**config.mk**
```make
export PLATFORM = sky130hd
export DESIGN_NAME = hmm_transition_count_normalize_top
export DESIGN_NICKNAME = d
export VERILOG_FILES = /design/src/rtl/htcn_pkg.sv /design/src/rtl/htcn_ram.sv /design/src/rtl/htcn_divider.sv /design/src/rtl/hmm_transition_count_normalize_top.sv
export SDC_FILE = /design/constraint.sdc
export NUM_CORES = 2
export LEC_CHECK = 0
export BUFFER_PORTS_ARGS = -buffer_cell sky130_fd_sc_hd__buf_2
export CORE_MARGIN = 8
export CORE_UTILIZATION = 50
export CTS_CLUSTER_DIAMETER = 60
export DETAILED_ROUTE_END_ITERATION = 12
export PLACE_DENSITY = 0.67
export SETUP_SLACK_MARGIN = 0.2
export SKIP_CTS_REPAIR_TIMING = 1
export SLEW_MARGIN = 10
export SYNTH_ARGS = -nofsm -noshare
export SYNTH_HDL_FRONTEND = slang
export SYNTH_SLANG_ARGS = --single-unit
```
**constraint.sdc**
```tcl
create_clock -name clk_i -period 7.55 [get_ports clk_i]
set_clock_uncertainty 0.05 [all_clocks]
set_input_delay 1.51 -clock clk_i [delete_from_list [all_inputs] [get_ports clk_i]]
set_output_delay 1.51 -clock clk_i [all_outputs]
set_load 0.03 [all_outputs]
```
**src/rtl/htcn_pkg.sv**
```systemverilog
// Shared constants, types and helper functions of the transition count normalizer.
`default_nettype none

package htcn_pkg;

  localparam int MaxStates = 8;
  localparam int Rows      = MaxStates + 1;
  localparam int InitRow   = MaxStates;
  localparam int Depth     = Rows * MaxStates;
  localparam int AddrW     = $clog2(Depth);
  localparam int StateW    = 3;
  localparam int RowW      = 4;
  localparam int ActW      = 4;
  localparam int CntW      = 24;
  localparam int SumW      = CntW + $clog2(MaxStates);
  localparam int ProbW     = 17;

  localparam logic [CntW-1:0]  CountMax = {CntW{1'b1}};
  localparam logic [ProbW-1:0] QOne     = ProbW'(65536);

  typedef enum logic [1:0] {
    REQ_CLEAR  = 2'd0,
    REQ_SYMBOL = 2'd1,
    REQ_NORM   = 2'd2,
    REQ_READ   = 2'd3
  } req_type_e;

  localparam logic ReplyNorm = 1'b0;
  localparam logic ReplyRead = 1'b1;

  typedef struct packed {
    logic busy;
    logic done;
  } div_sts_t;

  // Flat store address of one entry: row-major, MaxStates entries per row.
  function automatic logic [AddrW-1:0] cell_addr(input logic [RowW-1:0]   row,
                                                 input logic [StateW-1:0] col);
    cell_addr = AddrW'(int'(row) * MaxStates + int'(col));
  endfunction

  // Uniform probability floor(65536 / n) for a row whose count sum is zero.
  function automatic logic [ProbW-1:0] uniform_prob(input logic [ActW-1:0] n);
    logic [ProbW-1:0] p;
    p = ProbW'(8192);
    unique case (n)
      4'd1:    p = QOne;
      4'd2:    p = ProbW'(32768);
      4'd3:    p = ProbW'(21845);
      4'd4:    p = ProbW'(16384);
      4'd5:    p = ProbW'(13107);
      4'd6:    p = ProbW'(10922);
      4'd7:    p = ProbW'(9362);
      default: p = ProbW'(8192);
    endcase
    uniform_prob = p;
  endfunction

endpackage

`default_nettype wire

```
**src/rtl/htcn_ram.sv**
```systemverilog
// Synchronous single-write, single-read memory whose entries read as zero until written.
`default_nettype none

module htcn_ram #(
  parameter int Width = 24,
  parameter int Depth = 72
) (
  input  wire                       clk_i,
  input  wire                       rst_ni,
  input  wire                       clr_i,
  input  wire                       we_i,
  input  wire [$clog2(Depth)-1:0]   waddr_i,
  input  wire [Width-1:0]           wdata_i,
  input  wire                       re_i,
  input  wire [$clog2(Depth)-1:0]   raddr_i,
  output logic [Width-1:0]          rdata_o
);

  logic [Width-1:0] mem [Depth];
  logic [Depth-1:0] vld_q;
  logic [Width-1:0] rdata_q;
  logic             rvld_q;

  always_ff @(posedge clk_i) begin
    if (we_i) begin
      mem[waddr_i] <= wdata_i;
    end
    if (re_i) begin
      rdata_q <= mem[raddr_i];
    end
  end

  // Per-entry valid bits give the zero reset value and the whole-store clear.
  always_ff @(posedge clk_i or negedge rst_ni) begin
    if (!rst_ni) begin
      vld_q  <= '0;
      rvld_q <= 1'b0;
    end else begin
      if (clr_i) begin
        vld_q <= '0;
      end else if (we_i) begin
        vld_q[waddr_i] <= 1'b1;
      end
      if (re_i) begin
        rvld_q <= vld_q[raddr_i];
      end
    end
  end

  assign rdata_o = rvld_q ? rdata_q : '0;

endmodule

`default_nettype wire

```
**src/rtl/htcn_divider.sv**
```systemverilog
// Bit-serial restoring divider giving floor(num * 65536 / den) for num <= den.
`default_nettype none

module htcn_divider (
  input  wire                         clk_i,
  input  wire                         rst_ni,
  input  wire                         start_i,
  input  wire [htcn_pkg::CntW-1:0]    num_i,
  input  wire [htcn_pkg::SumW-1:0]    den_i,
  output logic [htcn_pkg::ProbW-1:0]  quot_o,
  output htcn_pkg::div_sts_t          sts_o
);

  import htcn_pkg::*;

  localparam int RemW = SumW + 1;
  localparam int CntBitsW = $clog2(ProbW + 1);

  logic [RemW-1:0]     rem_q;
  logic [SumW-1:0]     den_q;
  logic [ProbW-1:0]    quot_q;
  logic [CntBitsW-1:0] step_q;
  logic                busy_q;
  logic                done_q;

  logic            ge;
  logic [RemW-1:0] diff;

  // One quotient bit per cycle, most significant first.
  assign ge   = rem_q >= {1'b0, den_q};
  assign diff = ge ? rem_q - {1'b0, den_q} : rem_q;

  always_ff @(posedge clk_i or negedge rst_ni) begin
    if (!rst_ni) begin
      busy_q <= 1'b0;
      done_q <= 1'b0;
      step_q <= '0;
    end else begin
      done_q <= 1'b0;
      if (start_i) begin
        busy_q <= 1'b1;
        step_q <= CntBitsW'(ProbW);
      end else if (busy_q) begin
        step_q <= step_q - 1'b1;
        if (step_q == CntBitsW'(1)) begin
          busy_q <= 1'b0;
          done_q <= 1'b1;
        end
      end
    end
  end

  always_ff @(posedge clk_i) begin
    if (start_i) begin
      rem_q  <= RemW'(num_i);
      den_q  <= den_i;
      quot_q <= '0;
    end else if (busy_q) begin
      rem_q  <= {diff[RemW-2:0], 1'b0};
      quot_q <= {quot_q[ProbW-2:0], ge};
    end
  end

  assign quot_o     = quot_q;
  assign sts_o.busy = busy_q;
  assign sts_o.done = done_q;

endmodule

`default_nettype wire

```
**src/rtl/hmm_transition_count_normalize_top.sv**
```systemverilog
// Top level of the transition count normalizer: request sequencer, stores and reply register.
`default_nettype none

// Channel   Direction  Handshake               Payload
// in        input      in_valid_i/in_ready_o   req_type, decoded_state, seq_start, read_row,
//                                              read_col
// out       output     out_valid_o/out_ready_i prob_value, committed, reply_kind
// cfg       input      cfg_we_i (no wait)      cfg_wdata_i -> active_states
//
// A clear beat, like an ignored symbol, leaves the sequencer idle. A counted symbol reads its
// count, then writes back the count plus one unless it is saturated; a read beat reads the
// store, then waits out any stall on the reply register.
// A normalize with no counted sequence goes straight to the reply. A committed normalize sweeps
// all 72 probability entries: each row first sums its N counts, then each active entry is set by
// the 17-step bit-serial divider, or uniformly if the sum is zero, and each inactive one to zero.
// Reset zeroes both stores at once through per-entry valid bits; no clearing pass is needed.
// The input side stays ready while a finished reply waits in the output register; only the
// step that produces a new reply waits for that register to empty.

module hmm_transition_count_normalize_top (
  input  wire                          clk_i,
  input  wire                          rst_ni,
  input  wire                          in_valid_i,
  output logic                         in_ready_o,
  input  wire [1:0]                    req_type_i,
  input  wire [htcn_pkg::StateW-1:0]   decoded_state_i,
  input  wire                          seq_start_i,
  input  wire [htcn_pkg::RowW-1:0]     read_row_i,
  input  wire [htcn_pkg::StateW-1:0]   read_col_i,
  output logic                         out_valid_o,
  input  wire                          out_ready_i,
  output logic [htcn_pkg::ProbW-1:0]   prob_value_o,
  output logic                         committed_o,
  output logic                         reply_kind_o,
  input  wire                          cfg_we_i,
  input  wire [htcn_pkg::ActW-1:0]     cfg_wdata_i
);

  import htcn_pkg::*;

  typedef enum logic [3:0] {
    S_IDLE,
    S_SYM_WR,
    S_RD_DATA,
    S_SUM_RD,
    S_SUM_ACC,
    S_COL_RD,
    S_COL_DAT,
    S_COL_DIV,
    S_REPLY
  } state_e;

  state_e            state_q;
  logic [ActW-1:0]   act_q;
  logic [StateW-1:0] prev_q;
  logic              seen_q;
  logic [AddrW-1:0]  addr_q;
  logic              rd_oor_q;
  logic              commit_q;
  logic [RowW-1:0]   row_q;
  logic [StateW-1:0] col_q;
  logic [SumW-1:0]   sum_q;

  logic              out_valid_q;
  logic [ProbW-1:0]  out_prob_q;
  logic              out_commit_q;
  logic              out_kind_q;

  req_type_e         req;
  logic              accept;
  logic              out_free;
  logic              reply_load;
  logic [ActW-1:0]   n_eff;
  logic              sym_ok;
  logic [RowW-1:0]   sym_row;
  logic              entry_act;
  logic [AddrW-1:0]  cur_addr;

  logic              cnt_re;
  logic [AddrW-1:0]  cnt_raddr;
  logic              cnt_we;
  logic              cnt_clr;
  logic [CntW-1:0]   cnt_rdata;

  logic              prob_re;
  logic [AddrW-1:0]  prob_raddr;
  logic              prob_we;
  logic [ProbW-1:0]  prob_wdata;
  logic [ProbW-1:0]  prob_rdata;

  logic              div_start;
  logic [ProbW-1:0]  div_quot;
  div_sts_t          div_sts;

  logic              last_col;
  logic              last_row;
  logic              sum_last;
  logic              advance;

  assign req        = req_type_e'(req_type_i);
  assign in_ready_o = (state_q == S_IDLE);
  assign accept     = in_valid_i && in_ready_o;
  assign out_free   = !out_valid_q || out_ready_i;

  // A new reply enters the output register once it is free.
  assign reply_load = ((state_q == S_RD_DATA) || (state_q == S_REPLY)) && out_free;

  // Out-of-range register values are clamped into 1..MaxStates.
  always_comb begin
    if (act_q == '0) begin
      n_eff = ActW'(1);
    end else if (act_q > ActW'(MaxStates)) begin
      n_eff = ActW'(MaxStates);
    end else begin
      n_eff = act_q;
    end
  end

  // A symbol counts only if it lies among the active states and, unless it starts a
  // sequence, follows a counted start.
  assign sym_ok  = ({1'b0, decoded_state_i} < n_eff) && (seq_start_i || seen_q);
  assign sym_row = seq_start_i ? RowW'(InitRow) : RowW'(prev_q);

  assign entry_act = ((row_q == RowW'(InitRow)) || (row_q < n_eff)) &&
                     ({1'b0, col_q} < n_eff);
  assign cur_addr  = cell_addr(row_q, col_q);

  assign last_col = (col_q == StateW'(MaxStates - 1));
  assign last_row = (row_q == RowW'(InitRow));
  assign sum_last = ({1'b0, col_q} == n_eff - 1'b1);

  // The sweep moves to the next entry once the current one has been written.
  assign advance = (state_q == S_COL_RD && !entry_act) ||
                   (state_q == S_COL_DAT && sum_q == '0) ||
                   (state_q == S_COL_DIV && div_sts.done);

  // Count store: symbol read-modify-write and the normalize sweep.
  assign cnt_clr   = accept && (req == REQ_CLEAR);
  assign cnt_re    = (accept && req == REQ_SYMBOL) || (state_q == S_SUM_RD) ||
                     (state_q == S_COL_RD && entry_act);
  assign cnt_raddr = (state_q == S_IDLE) ? cell_addr(sym_row, decoded_state_i) : cur_addr;
  assign cnt_we    = (state_q == S_SYM_WR) && (cnt_rdata != CountMax);

  htcn_ram #(
    .Width (CntW),
    .Depth (Depth)
  ) u_cnt_ram (
    .clk_i   (clk_i),
    .rst_ni  (rst_ni),
    .clr_i   (cnt_clr),
    .we_i    (cnt_we),
    .waddr_i (addr_q),
    .wdata_i (cnt_rdata + 1'b1),
    .re_i    (cnt_re),
    .raddr_i (cnt_raddr),
    .rdata_o (cnt_rdata)
  );

  // Probability store: read requests and the normalize write sweep.
  assign prob_re    = accept && (req == REQ_READ) && (read_row_i <= RowW'(InitRow));
  assign prob_raddr = cell_addr(read_row_i, read_col_i);
  assign prob_we    = advance;

  always_comb begin
    case (state_q)
      S_COL_DAT: prob_wdata = uniform_prob(n_eff);
      S_COL_DIV: prob_wdata = div_quot;
      default:   prob_wdata = '0;
    endcase
  end

  htcn_ram #(
    .Width (ProbW),
    .Depth (Depth)
  ) u_prob_ram (
    .clk_i   (clk_i),
    .rst_ni  (rst_ni),
    .clr_i   (1'b0),
    .we_i    (prob_we),
    .waddr_i (cur_addr),
    .wdata_i (prob_wdata),
    .re_i    (prob_re),
    .raddr_i (prob_raddr),
    .rdata_o (prob_rdata)
  );

  assign div_start = (state_q == S_COL_DAT) && (sum_q != '0);

  htcn_divider u_divider (
    .clk_i   (clk_i),
    .rst_ni  (rst_ni),
    .start_i (div_start),
    .num_i   (cnt_rdata),
    .den_i   (sum_q),
    .quot_o  (div_quot),
    .sts_o   (div_sts)
  );

  always_ff @(posedge clk_i or negedge rst_ni) begin
    if (!rst_ni) begin
      state_q      <= S_IDLE;
      act_q        <= ActW'(MaxStates);
      prev_q       <= '0;
      seen_q       <= 1'b0;
      addr_q       <= '0;
      rd_oor_q     <= 1'b0;
      commit_q     <= 1'b0;
      row_q        <= '0;
      col_q        <= '0;
      sum_q        <= '0;
      out_valid_q  <= 1'b0;
      out_prob_q   <= '0;
      out_commit_q <= 1'b0;
      out_kind_q   <= ReplyNorm;
    end else begin
      if (cfg_we_i) begin
        act_q <= cfg_wdata_i;
      end
      if (reply_load) begin
        out_valid_q <= 1'b1;
      end else if (out_ready_i) begin
        out_valid_q <= 1'b0;
      end

      unique case (state_q)
        S_IDLE: begin
          if (accept) begin
            unique case (req)
              REQ_CLEAR: begin
                prev_q <= '0;
                seen_q <= 1'b0;
              end
              REQ_SYMBOL: begin
                if (sym_ok) begin
                  prev_q  <= decoded_state_i;
                  addr_q  <= cnt_raddr;
                  state_q <= S_SYM_WR;
                  if (seq_start_i) begin
                    seen_q <= 1'b1;
                  end
                end
              end
              REQ_NORM: begin
                commit_q <= seen_q;
                row_q    <= '0;
                col_q    <= '0;
                sum_q    <= '0;
                state_q  <= seen_q ? S_SUM_RD : S_REPLY;
              end
              REQ_READ: begin
                rd_oor_q <= (read_row_i > RowW'(InitRow));
                state_q  <= S_RD_DATA;
              end
              default: ;
            endcase
          end
        end
        S_SYM_WR: begin
          state_q <= S_IDLE;
        end
        S_RD_DATA: begin
          if (out_free) begin
            out_prob_q   <= rd_oor_q ? '0 : prob_rdata;
            out_commit_q <= 1'b0;
            out_kind_q   <= ReplyRead;
            state_q      <= S_IDLE;
          end
        end
        S_SUM_RD: begin
          state_q <= S_SUM_ACC;
        end
        S_SUM_ACC: begin
          sum_q <= sum_q + SumW'(cnt_rdata);
          if (sum_last) begin
            col_q   <= '0;
            state_q <= S_COL_RD;
          end else begin
            col_q   <= col_q + 1'b1;
            state_q <= S_SUM_RD;
          end
        end
        S_COL_RD: begin
          if (entry_act) begin
            state_q <= S_COL_DAT;
          end
        end
        S_COL_DAT: begin
          if (sum_q != '0) begin
            state_q <= S_COL_DIV;
          end
        end
        S_COL_DIV: ;
        S_REPLY: begin
          if (out_free) begin
            out_prob_q   <= '0;
            out_commit_q <= commit_q;
            out_kind_q   <= ReplyNorm;
            state_q      <= S_IDLE;
          end
        end
        default: state_q <= S_IDLE;
      endcase

      // Step to the next entry of the sweep; a finished row restarts the sum pass, the last row ends in the reply.
      if (advance) begin
        if (last_col) begin
          col_q <= '0;
          if (last_row) begin
            state_q <= S_REPLY;
          end else begin
            row_q   <= row_q + 1'b1;
            sum_q   <= '0;
            state_q <= S_SUM_RD;
          end
        end else begin
          col_q   <= col_q + 1'b1;
          state_q <= S_COL_RD;
        end
      end
    end
  end

  assign out_valid_o  = out_valid_q;
  assign prob_value_o = out_prob_q;
  assign committed_o  = out_commit_q;
  assign reply_kind_o = out_kind_q;

`ifndef ASSERT_OFF
  // The divider only finishes while the sweep waits for it.
  assert property (@(posedge clk_i) disable iff (!rst_ni)
    div_sts.done |-> state_q == S_COL_DIV)
    else $error("divider finished outside the divide wait");

  // While the sweep waits for a quotient, the divider is running or just done.
  assert property (@(posedge clk_i) disable iff (!rst_ni)
    state_q == S_COL_DIV |-> (div_sts.busy || div_sts.done))
    else $error("sweep waits on an idle divider");

  // A normalize reply never carries a probability.
  assert property (@(posedge clk_i) disable iff (!rst_ni)
    (out_valid_o && reply_kind_o == ReplyNorm) |-> prob_value_o == '0)
    else $error("normalize reply with nonzero probability");

  // A read reply never claims a commit.
  assert property (@(posedge clk_i) disable iff (!rst_ni)
    (out_valid_o && reply_kind_o == ReplyRead) |-> !committed_o)
    else $error("read reply marked committed");

  // Probabilities change only during the normalize sweep.
  assert property (@(posedge clk_i) disable iff (!rst_ni)
    prob_we |-> (state_q == S_COL_RD || state_q == S_COL_DAT || state_q == S_COL_DIV))
    else $error("probability write outside normalize");
`endif

endmodule

`default_nettype wire
```
==> impl_metrics.json <==
{
  "synthCells": 7850,
  "netlist_area_um2": 131700,
  "die_h_um": 529.2,
  "slew_viol_final": 0,
  "final_net_count": 8176,
  "ir_drop_v": 0.0003736,
  "core_area_um2": 262300,
  "antenna_found_initial": 13,
  "period_minus_slack_ns": 5.592,
  "cts_made_buffers": 338,
  "pwr-share-seq": 0.409,
  "synth.most_common_cell": "edfxtp_1",
  "cts_tree": "done",
  "status": "completed",
  "cts_root_buf": "clkbuf_16",
  "final_hold_viol_count": 0,
  "critPathLaunch": "u_cnt_ram.rvld_q",
  "fin_ws_ns": 1.958,
  "die_area_um2": 280100,
  "report.power.total_mw": 55.50,
  "clkPwrFrac": 0.300,
  "fin_setup_tns_ns": 0,
  "rows": 188,
  "crit_path_end": "u_cnt_ram.mem[16][14]",
  "track_usage": 0.2374,
  "r2r_start": "u_cnt_ram.rvld_q",
  "reg2reg_depth": 12,
  "worst-path-max-fanout": 30,
  "holdPathStages": 1,
  "syn_nets": 7946,
  "finalWirelength_um": 339700,
  "grt_pass1_vias": 71760,
  "ys_seq_area_frac": 0.7406,
  "synthToLayoutAreaGrowth_pct": 12.76,
  "synth_top_area_cell": "edfxtp_1",
  "slowest_stage": "dfrtp_1",
  "min_from": "u_prob_ram.vld_q[69]",
  "htreeDepth": 5,
  "worstPathCellList": "nand2_1, inv_1, ha_2, nand3_1, or4_1, nor4_1, a31oi_1, and2_1, nor2b_1, nand2_1, nor2_2, buf_4",
  "synth_ff_type": "edfxtp_1",
  "ff2ff_setup_slack_ns": 1.96,
  "synth_area_per_cell_um2": 16.78,
  "cts_buffer_depth": 4,
  "leakage_nw": 48.60,
  "clk_pin_slew_ns": 0.06,
  "fin_cells": 11860,
  "power_density_nw_per_um2": 373.7,
  "fin_crit_sh": 0.7406,
  "final_cell_area_um2": 148500,
  "worst-setup-path-type": "register to register",
  "synthTopCellsByArea": "edfxtp_1, mux4_2, dfrtp_1, nand2_1, nand3_1",
  "clkSinkCount": 3293,
  "wire_per_inst_um": 28.64,
  "dpl_worst_slack_ns": 2.181,
  "initial_utilization": 0.5021,
  "dr.pass1.iters": 7,
  "via_per_inst": 6.165,
  "drive_gt1_frac": 0.1986,
  "ys_types": 84,
  "gp_congestion": 0.9176,
  "whs_ns": 0.4137,
  "overflow": 0,
  "cp.required_ns": 8.11,
  "num_io_pins": 43,
  "async_reset_ff_frac": 0.06924,
  "synth_warnings": 0,
  "netSwitchingPower_mw": 18.90,
  "ys_ff_latch": 3293,
  "hpwl_um": 201000,
  "drv_cap": 0,
  "hold_class": "register to register",
  "synth_edf_count": 3044,
  "die_w_um": 529.2,
  "drc_errors": 0,
  "clkLatencyLatePin_ns": 0.89,
  "path_common_cell": "nand2_1",
  "vias": 73130,
  "worstReg2RegEnd": "u_cnt_ram.mem[16][14]",
  "final-setup-viol-count": 0,
  "dp_cells": 11250,
  "grt_start_max_net_pins": 163,
  "drt-initial-drc-count": 9640,
  "ant_nets": 0,
  "slew_headroom": 0.1283,
  "switching_share": 0.3405,
  "cp.arrival_ns": 6.15,
  "p_comb_frac": 0.291,
  "placed_area_um2": 137400,
  "slowest_delay_ns": 0.86,
  "ys_top_cells_by_count": "edfxtp_1, nand2_1, mux4_2, nand3_1, nor2_1",
  "port_buffers": 42,
  "worst_pin_slew_ns": 1.301,
  "end_kind": "register",
  "intPower_mw": 36.60,
  "rsz0062_at_grt": "no",
  "fmax_mhz": 178.8,
  "finish.utilization": 0.5662,
  "crit_path_start_kind": "register",
  "grt_pass1_wl_um": 493300,
  "synth_top_area_share": 0.6941
}
==> area by class of cell <==
class,instances,area [µm²]
Fill cell,19530,113800
Sequential cell,3293,97530
Multi-Input combinational cell,4052,32620
Clock buffer,433,9134
Tap cell,3515,4398
Timing Repair Buffer,334,2645
Clock inverter,169,1927
Inverter,61,241.5
Antenna cell,5,12.51
==> metal layers <==
metal  vias to the layer above  GRT usage  share of wire  wire [µm]
met2                      3727     0.3771           0.47     160400
met3                       665    0.05513          0.099      33700
li1                      31070          -              -          -
met1                     37670     0.3239           0.39     131800
met5                         -          0              0          0
met4                         0    0.08753          0.041      13850
==> registers in the layout, summed over array words and instances (netlist names), 4 cells and up <==
name,flops
u_prob_ram.rdata_q,17
u_divider.rem_q,28
u_divider.quot_o,17
u_cnt_ram.mem,1728
row_q,4
u_cnt_ram.vld_q,72
sum_q,27
u_prob_ram.mem,1224
state_q,4
u_prob_ram.vld_q,72
u_cnt_ram.rdata_q,24
prob_value_o,17
u_divider.step_q,5
addr_q,7
act_q,4
u_divider.den_q,27
==> cell families after synthesis <==
family,synth area share
flops,0.7406
simple gates,0.07951
mux,0.1134
compound gates,0.03739
buf+inv,0.01769
fa+ha+maj,0.007144
xor+xnor,0.004256
==> power by group through the flow <==
| stage | combinational (mW) | sequential (mW) | clock (mW) |
|---|---|---|---|
| finish | 16.1 | 22.7 | 16.7 |
| global route | 17.0 | 22.7 | 17.6 |
| CTS | 15.9 | 22.7 | 16.9 |
| detailed placement | 15.8 | 23.0 | 0 |
| global placement | 15.6 | 23.0 | 0 |
| floorplan | 9.61 | 23.0 | 0 |
==> how the worst min path moves through the flow <==
stage                                       to  slack, ns
after floorplan           u_prob_ram.vld_q[10]       0.38
after global placement    u_prob_ram.vld_q[35]       0.40
after detailed placement  u_prob_ram.vld_q[46]       0.40
after CTS                 u_prob_ram.vld_q[46]       0.41
after global routing      u_prob_ram.vld_q[46]       0.42
final                     u_prob_ram.vld_q[69]       0.41
==> layout by cell type (no fill, tap or decap), drive strengths merged, types with 12 or more instances in the layout <==
cell / n
edfxtp: 3044
nand2: 1216
mux4: 538
nand3: 525
clkbuf: 433
buf: 334
nor2: 298
mux2i: 263
dfrtp: 227
o21ai: 176
a21oi: 121
a32oi: 118
clkinv: 110
or2: 79
inv: 73
ha: 72
nand4: 67
a31oi: 62
a22oi: 54
o21a: 44
xnor2: 41
bufinv: 37
a22o: 37
nor3: 33
and2: 27
nor2b: 26
xor2: 23
nand2b: 22
dfxtp: 21
mux2: 16
a21o: 16
a211oi: 14
nand3b: 13
nor4: 13
and3: 12
or3: 12
==> critical path: cells and delay by family, from the launching register on <==
kind                       cells  cell delay [ns]
and+or+nand+nor                8             3.09
DFF                            1             0.86
buffers and inverters          2             0.52
AOI/OAI and AO/OA              1             0.46
adders and majority gates      1             0.29
Power figures use the tool's default switching activity.
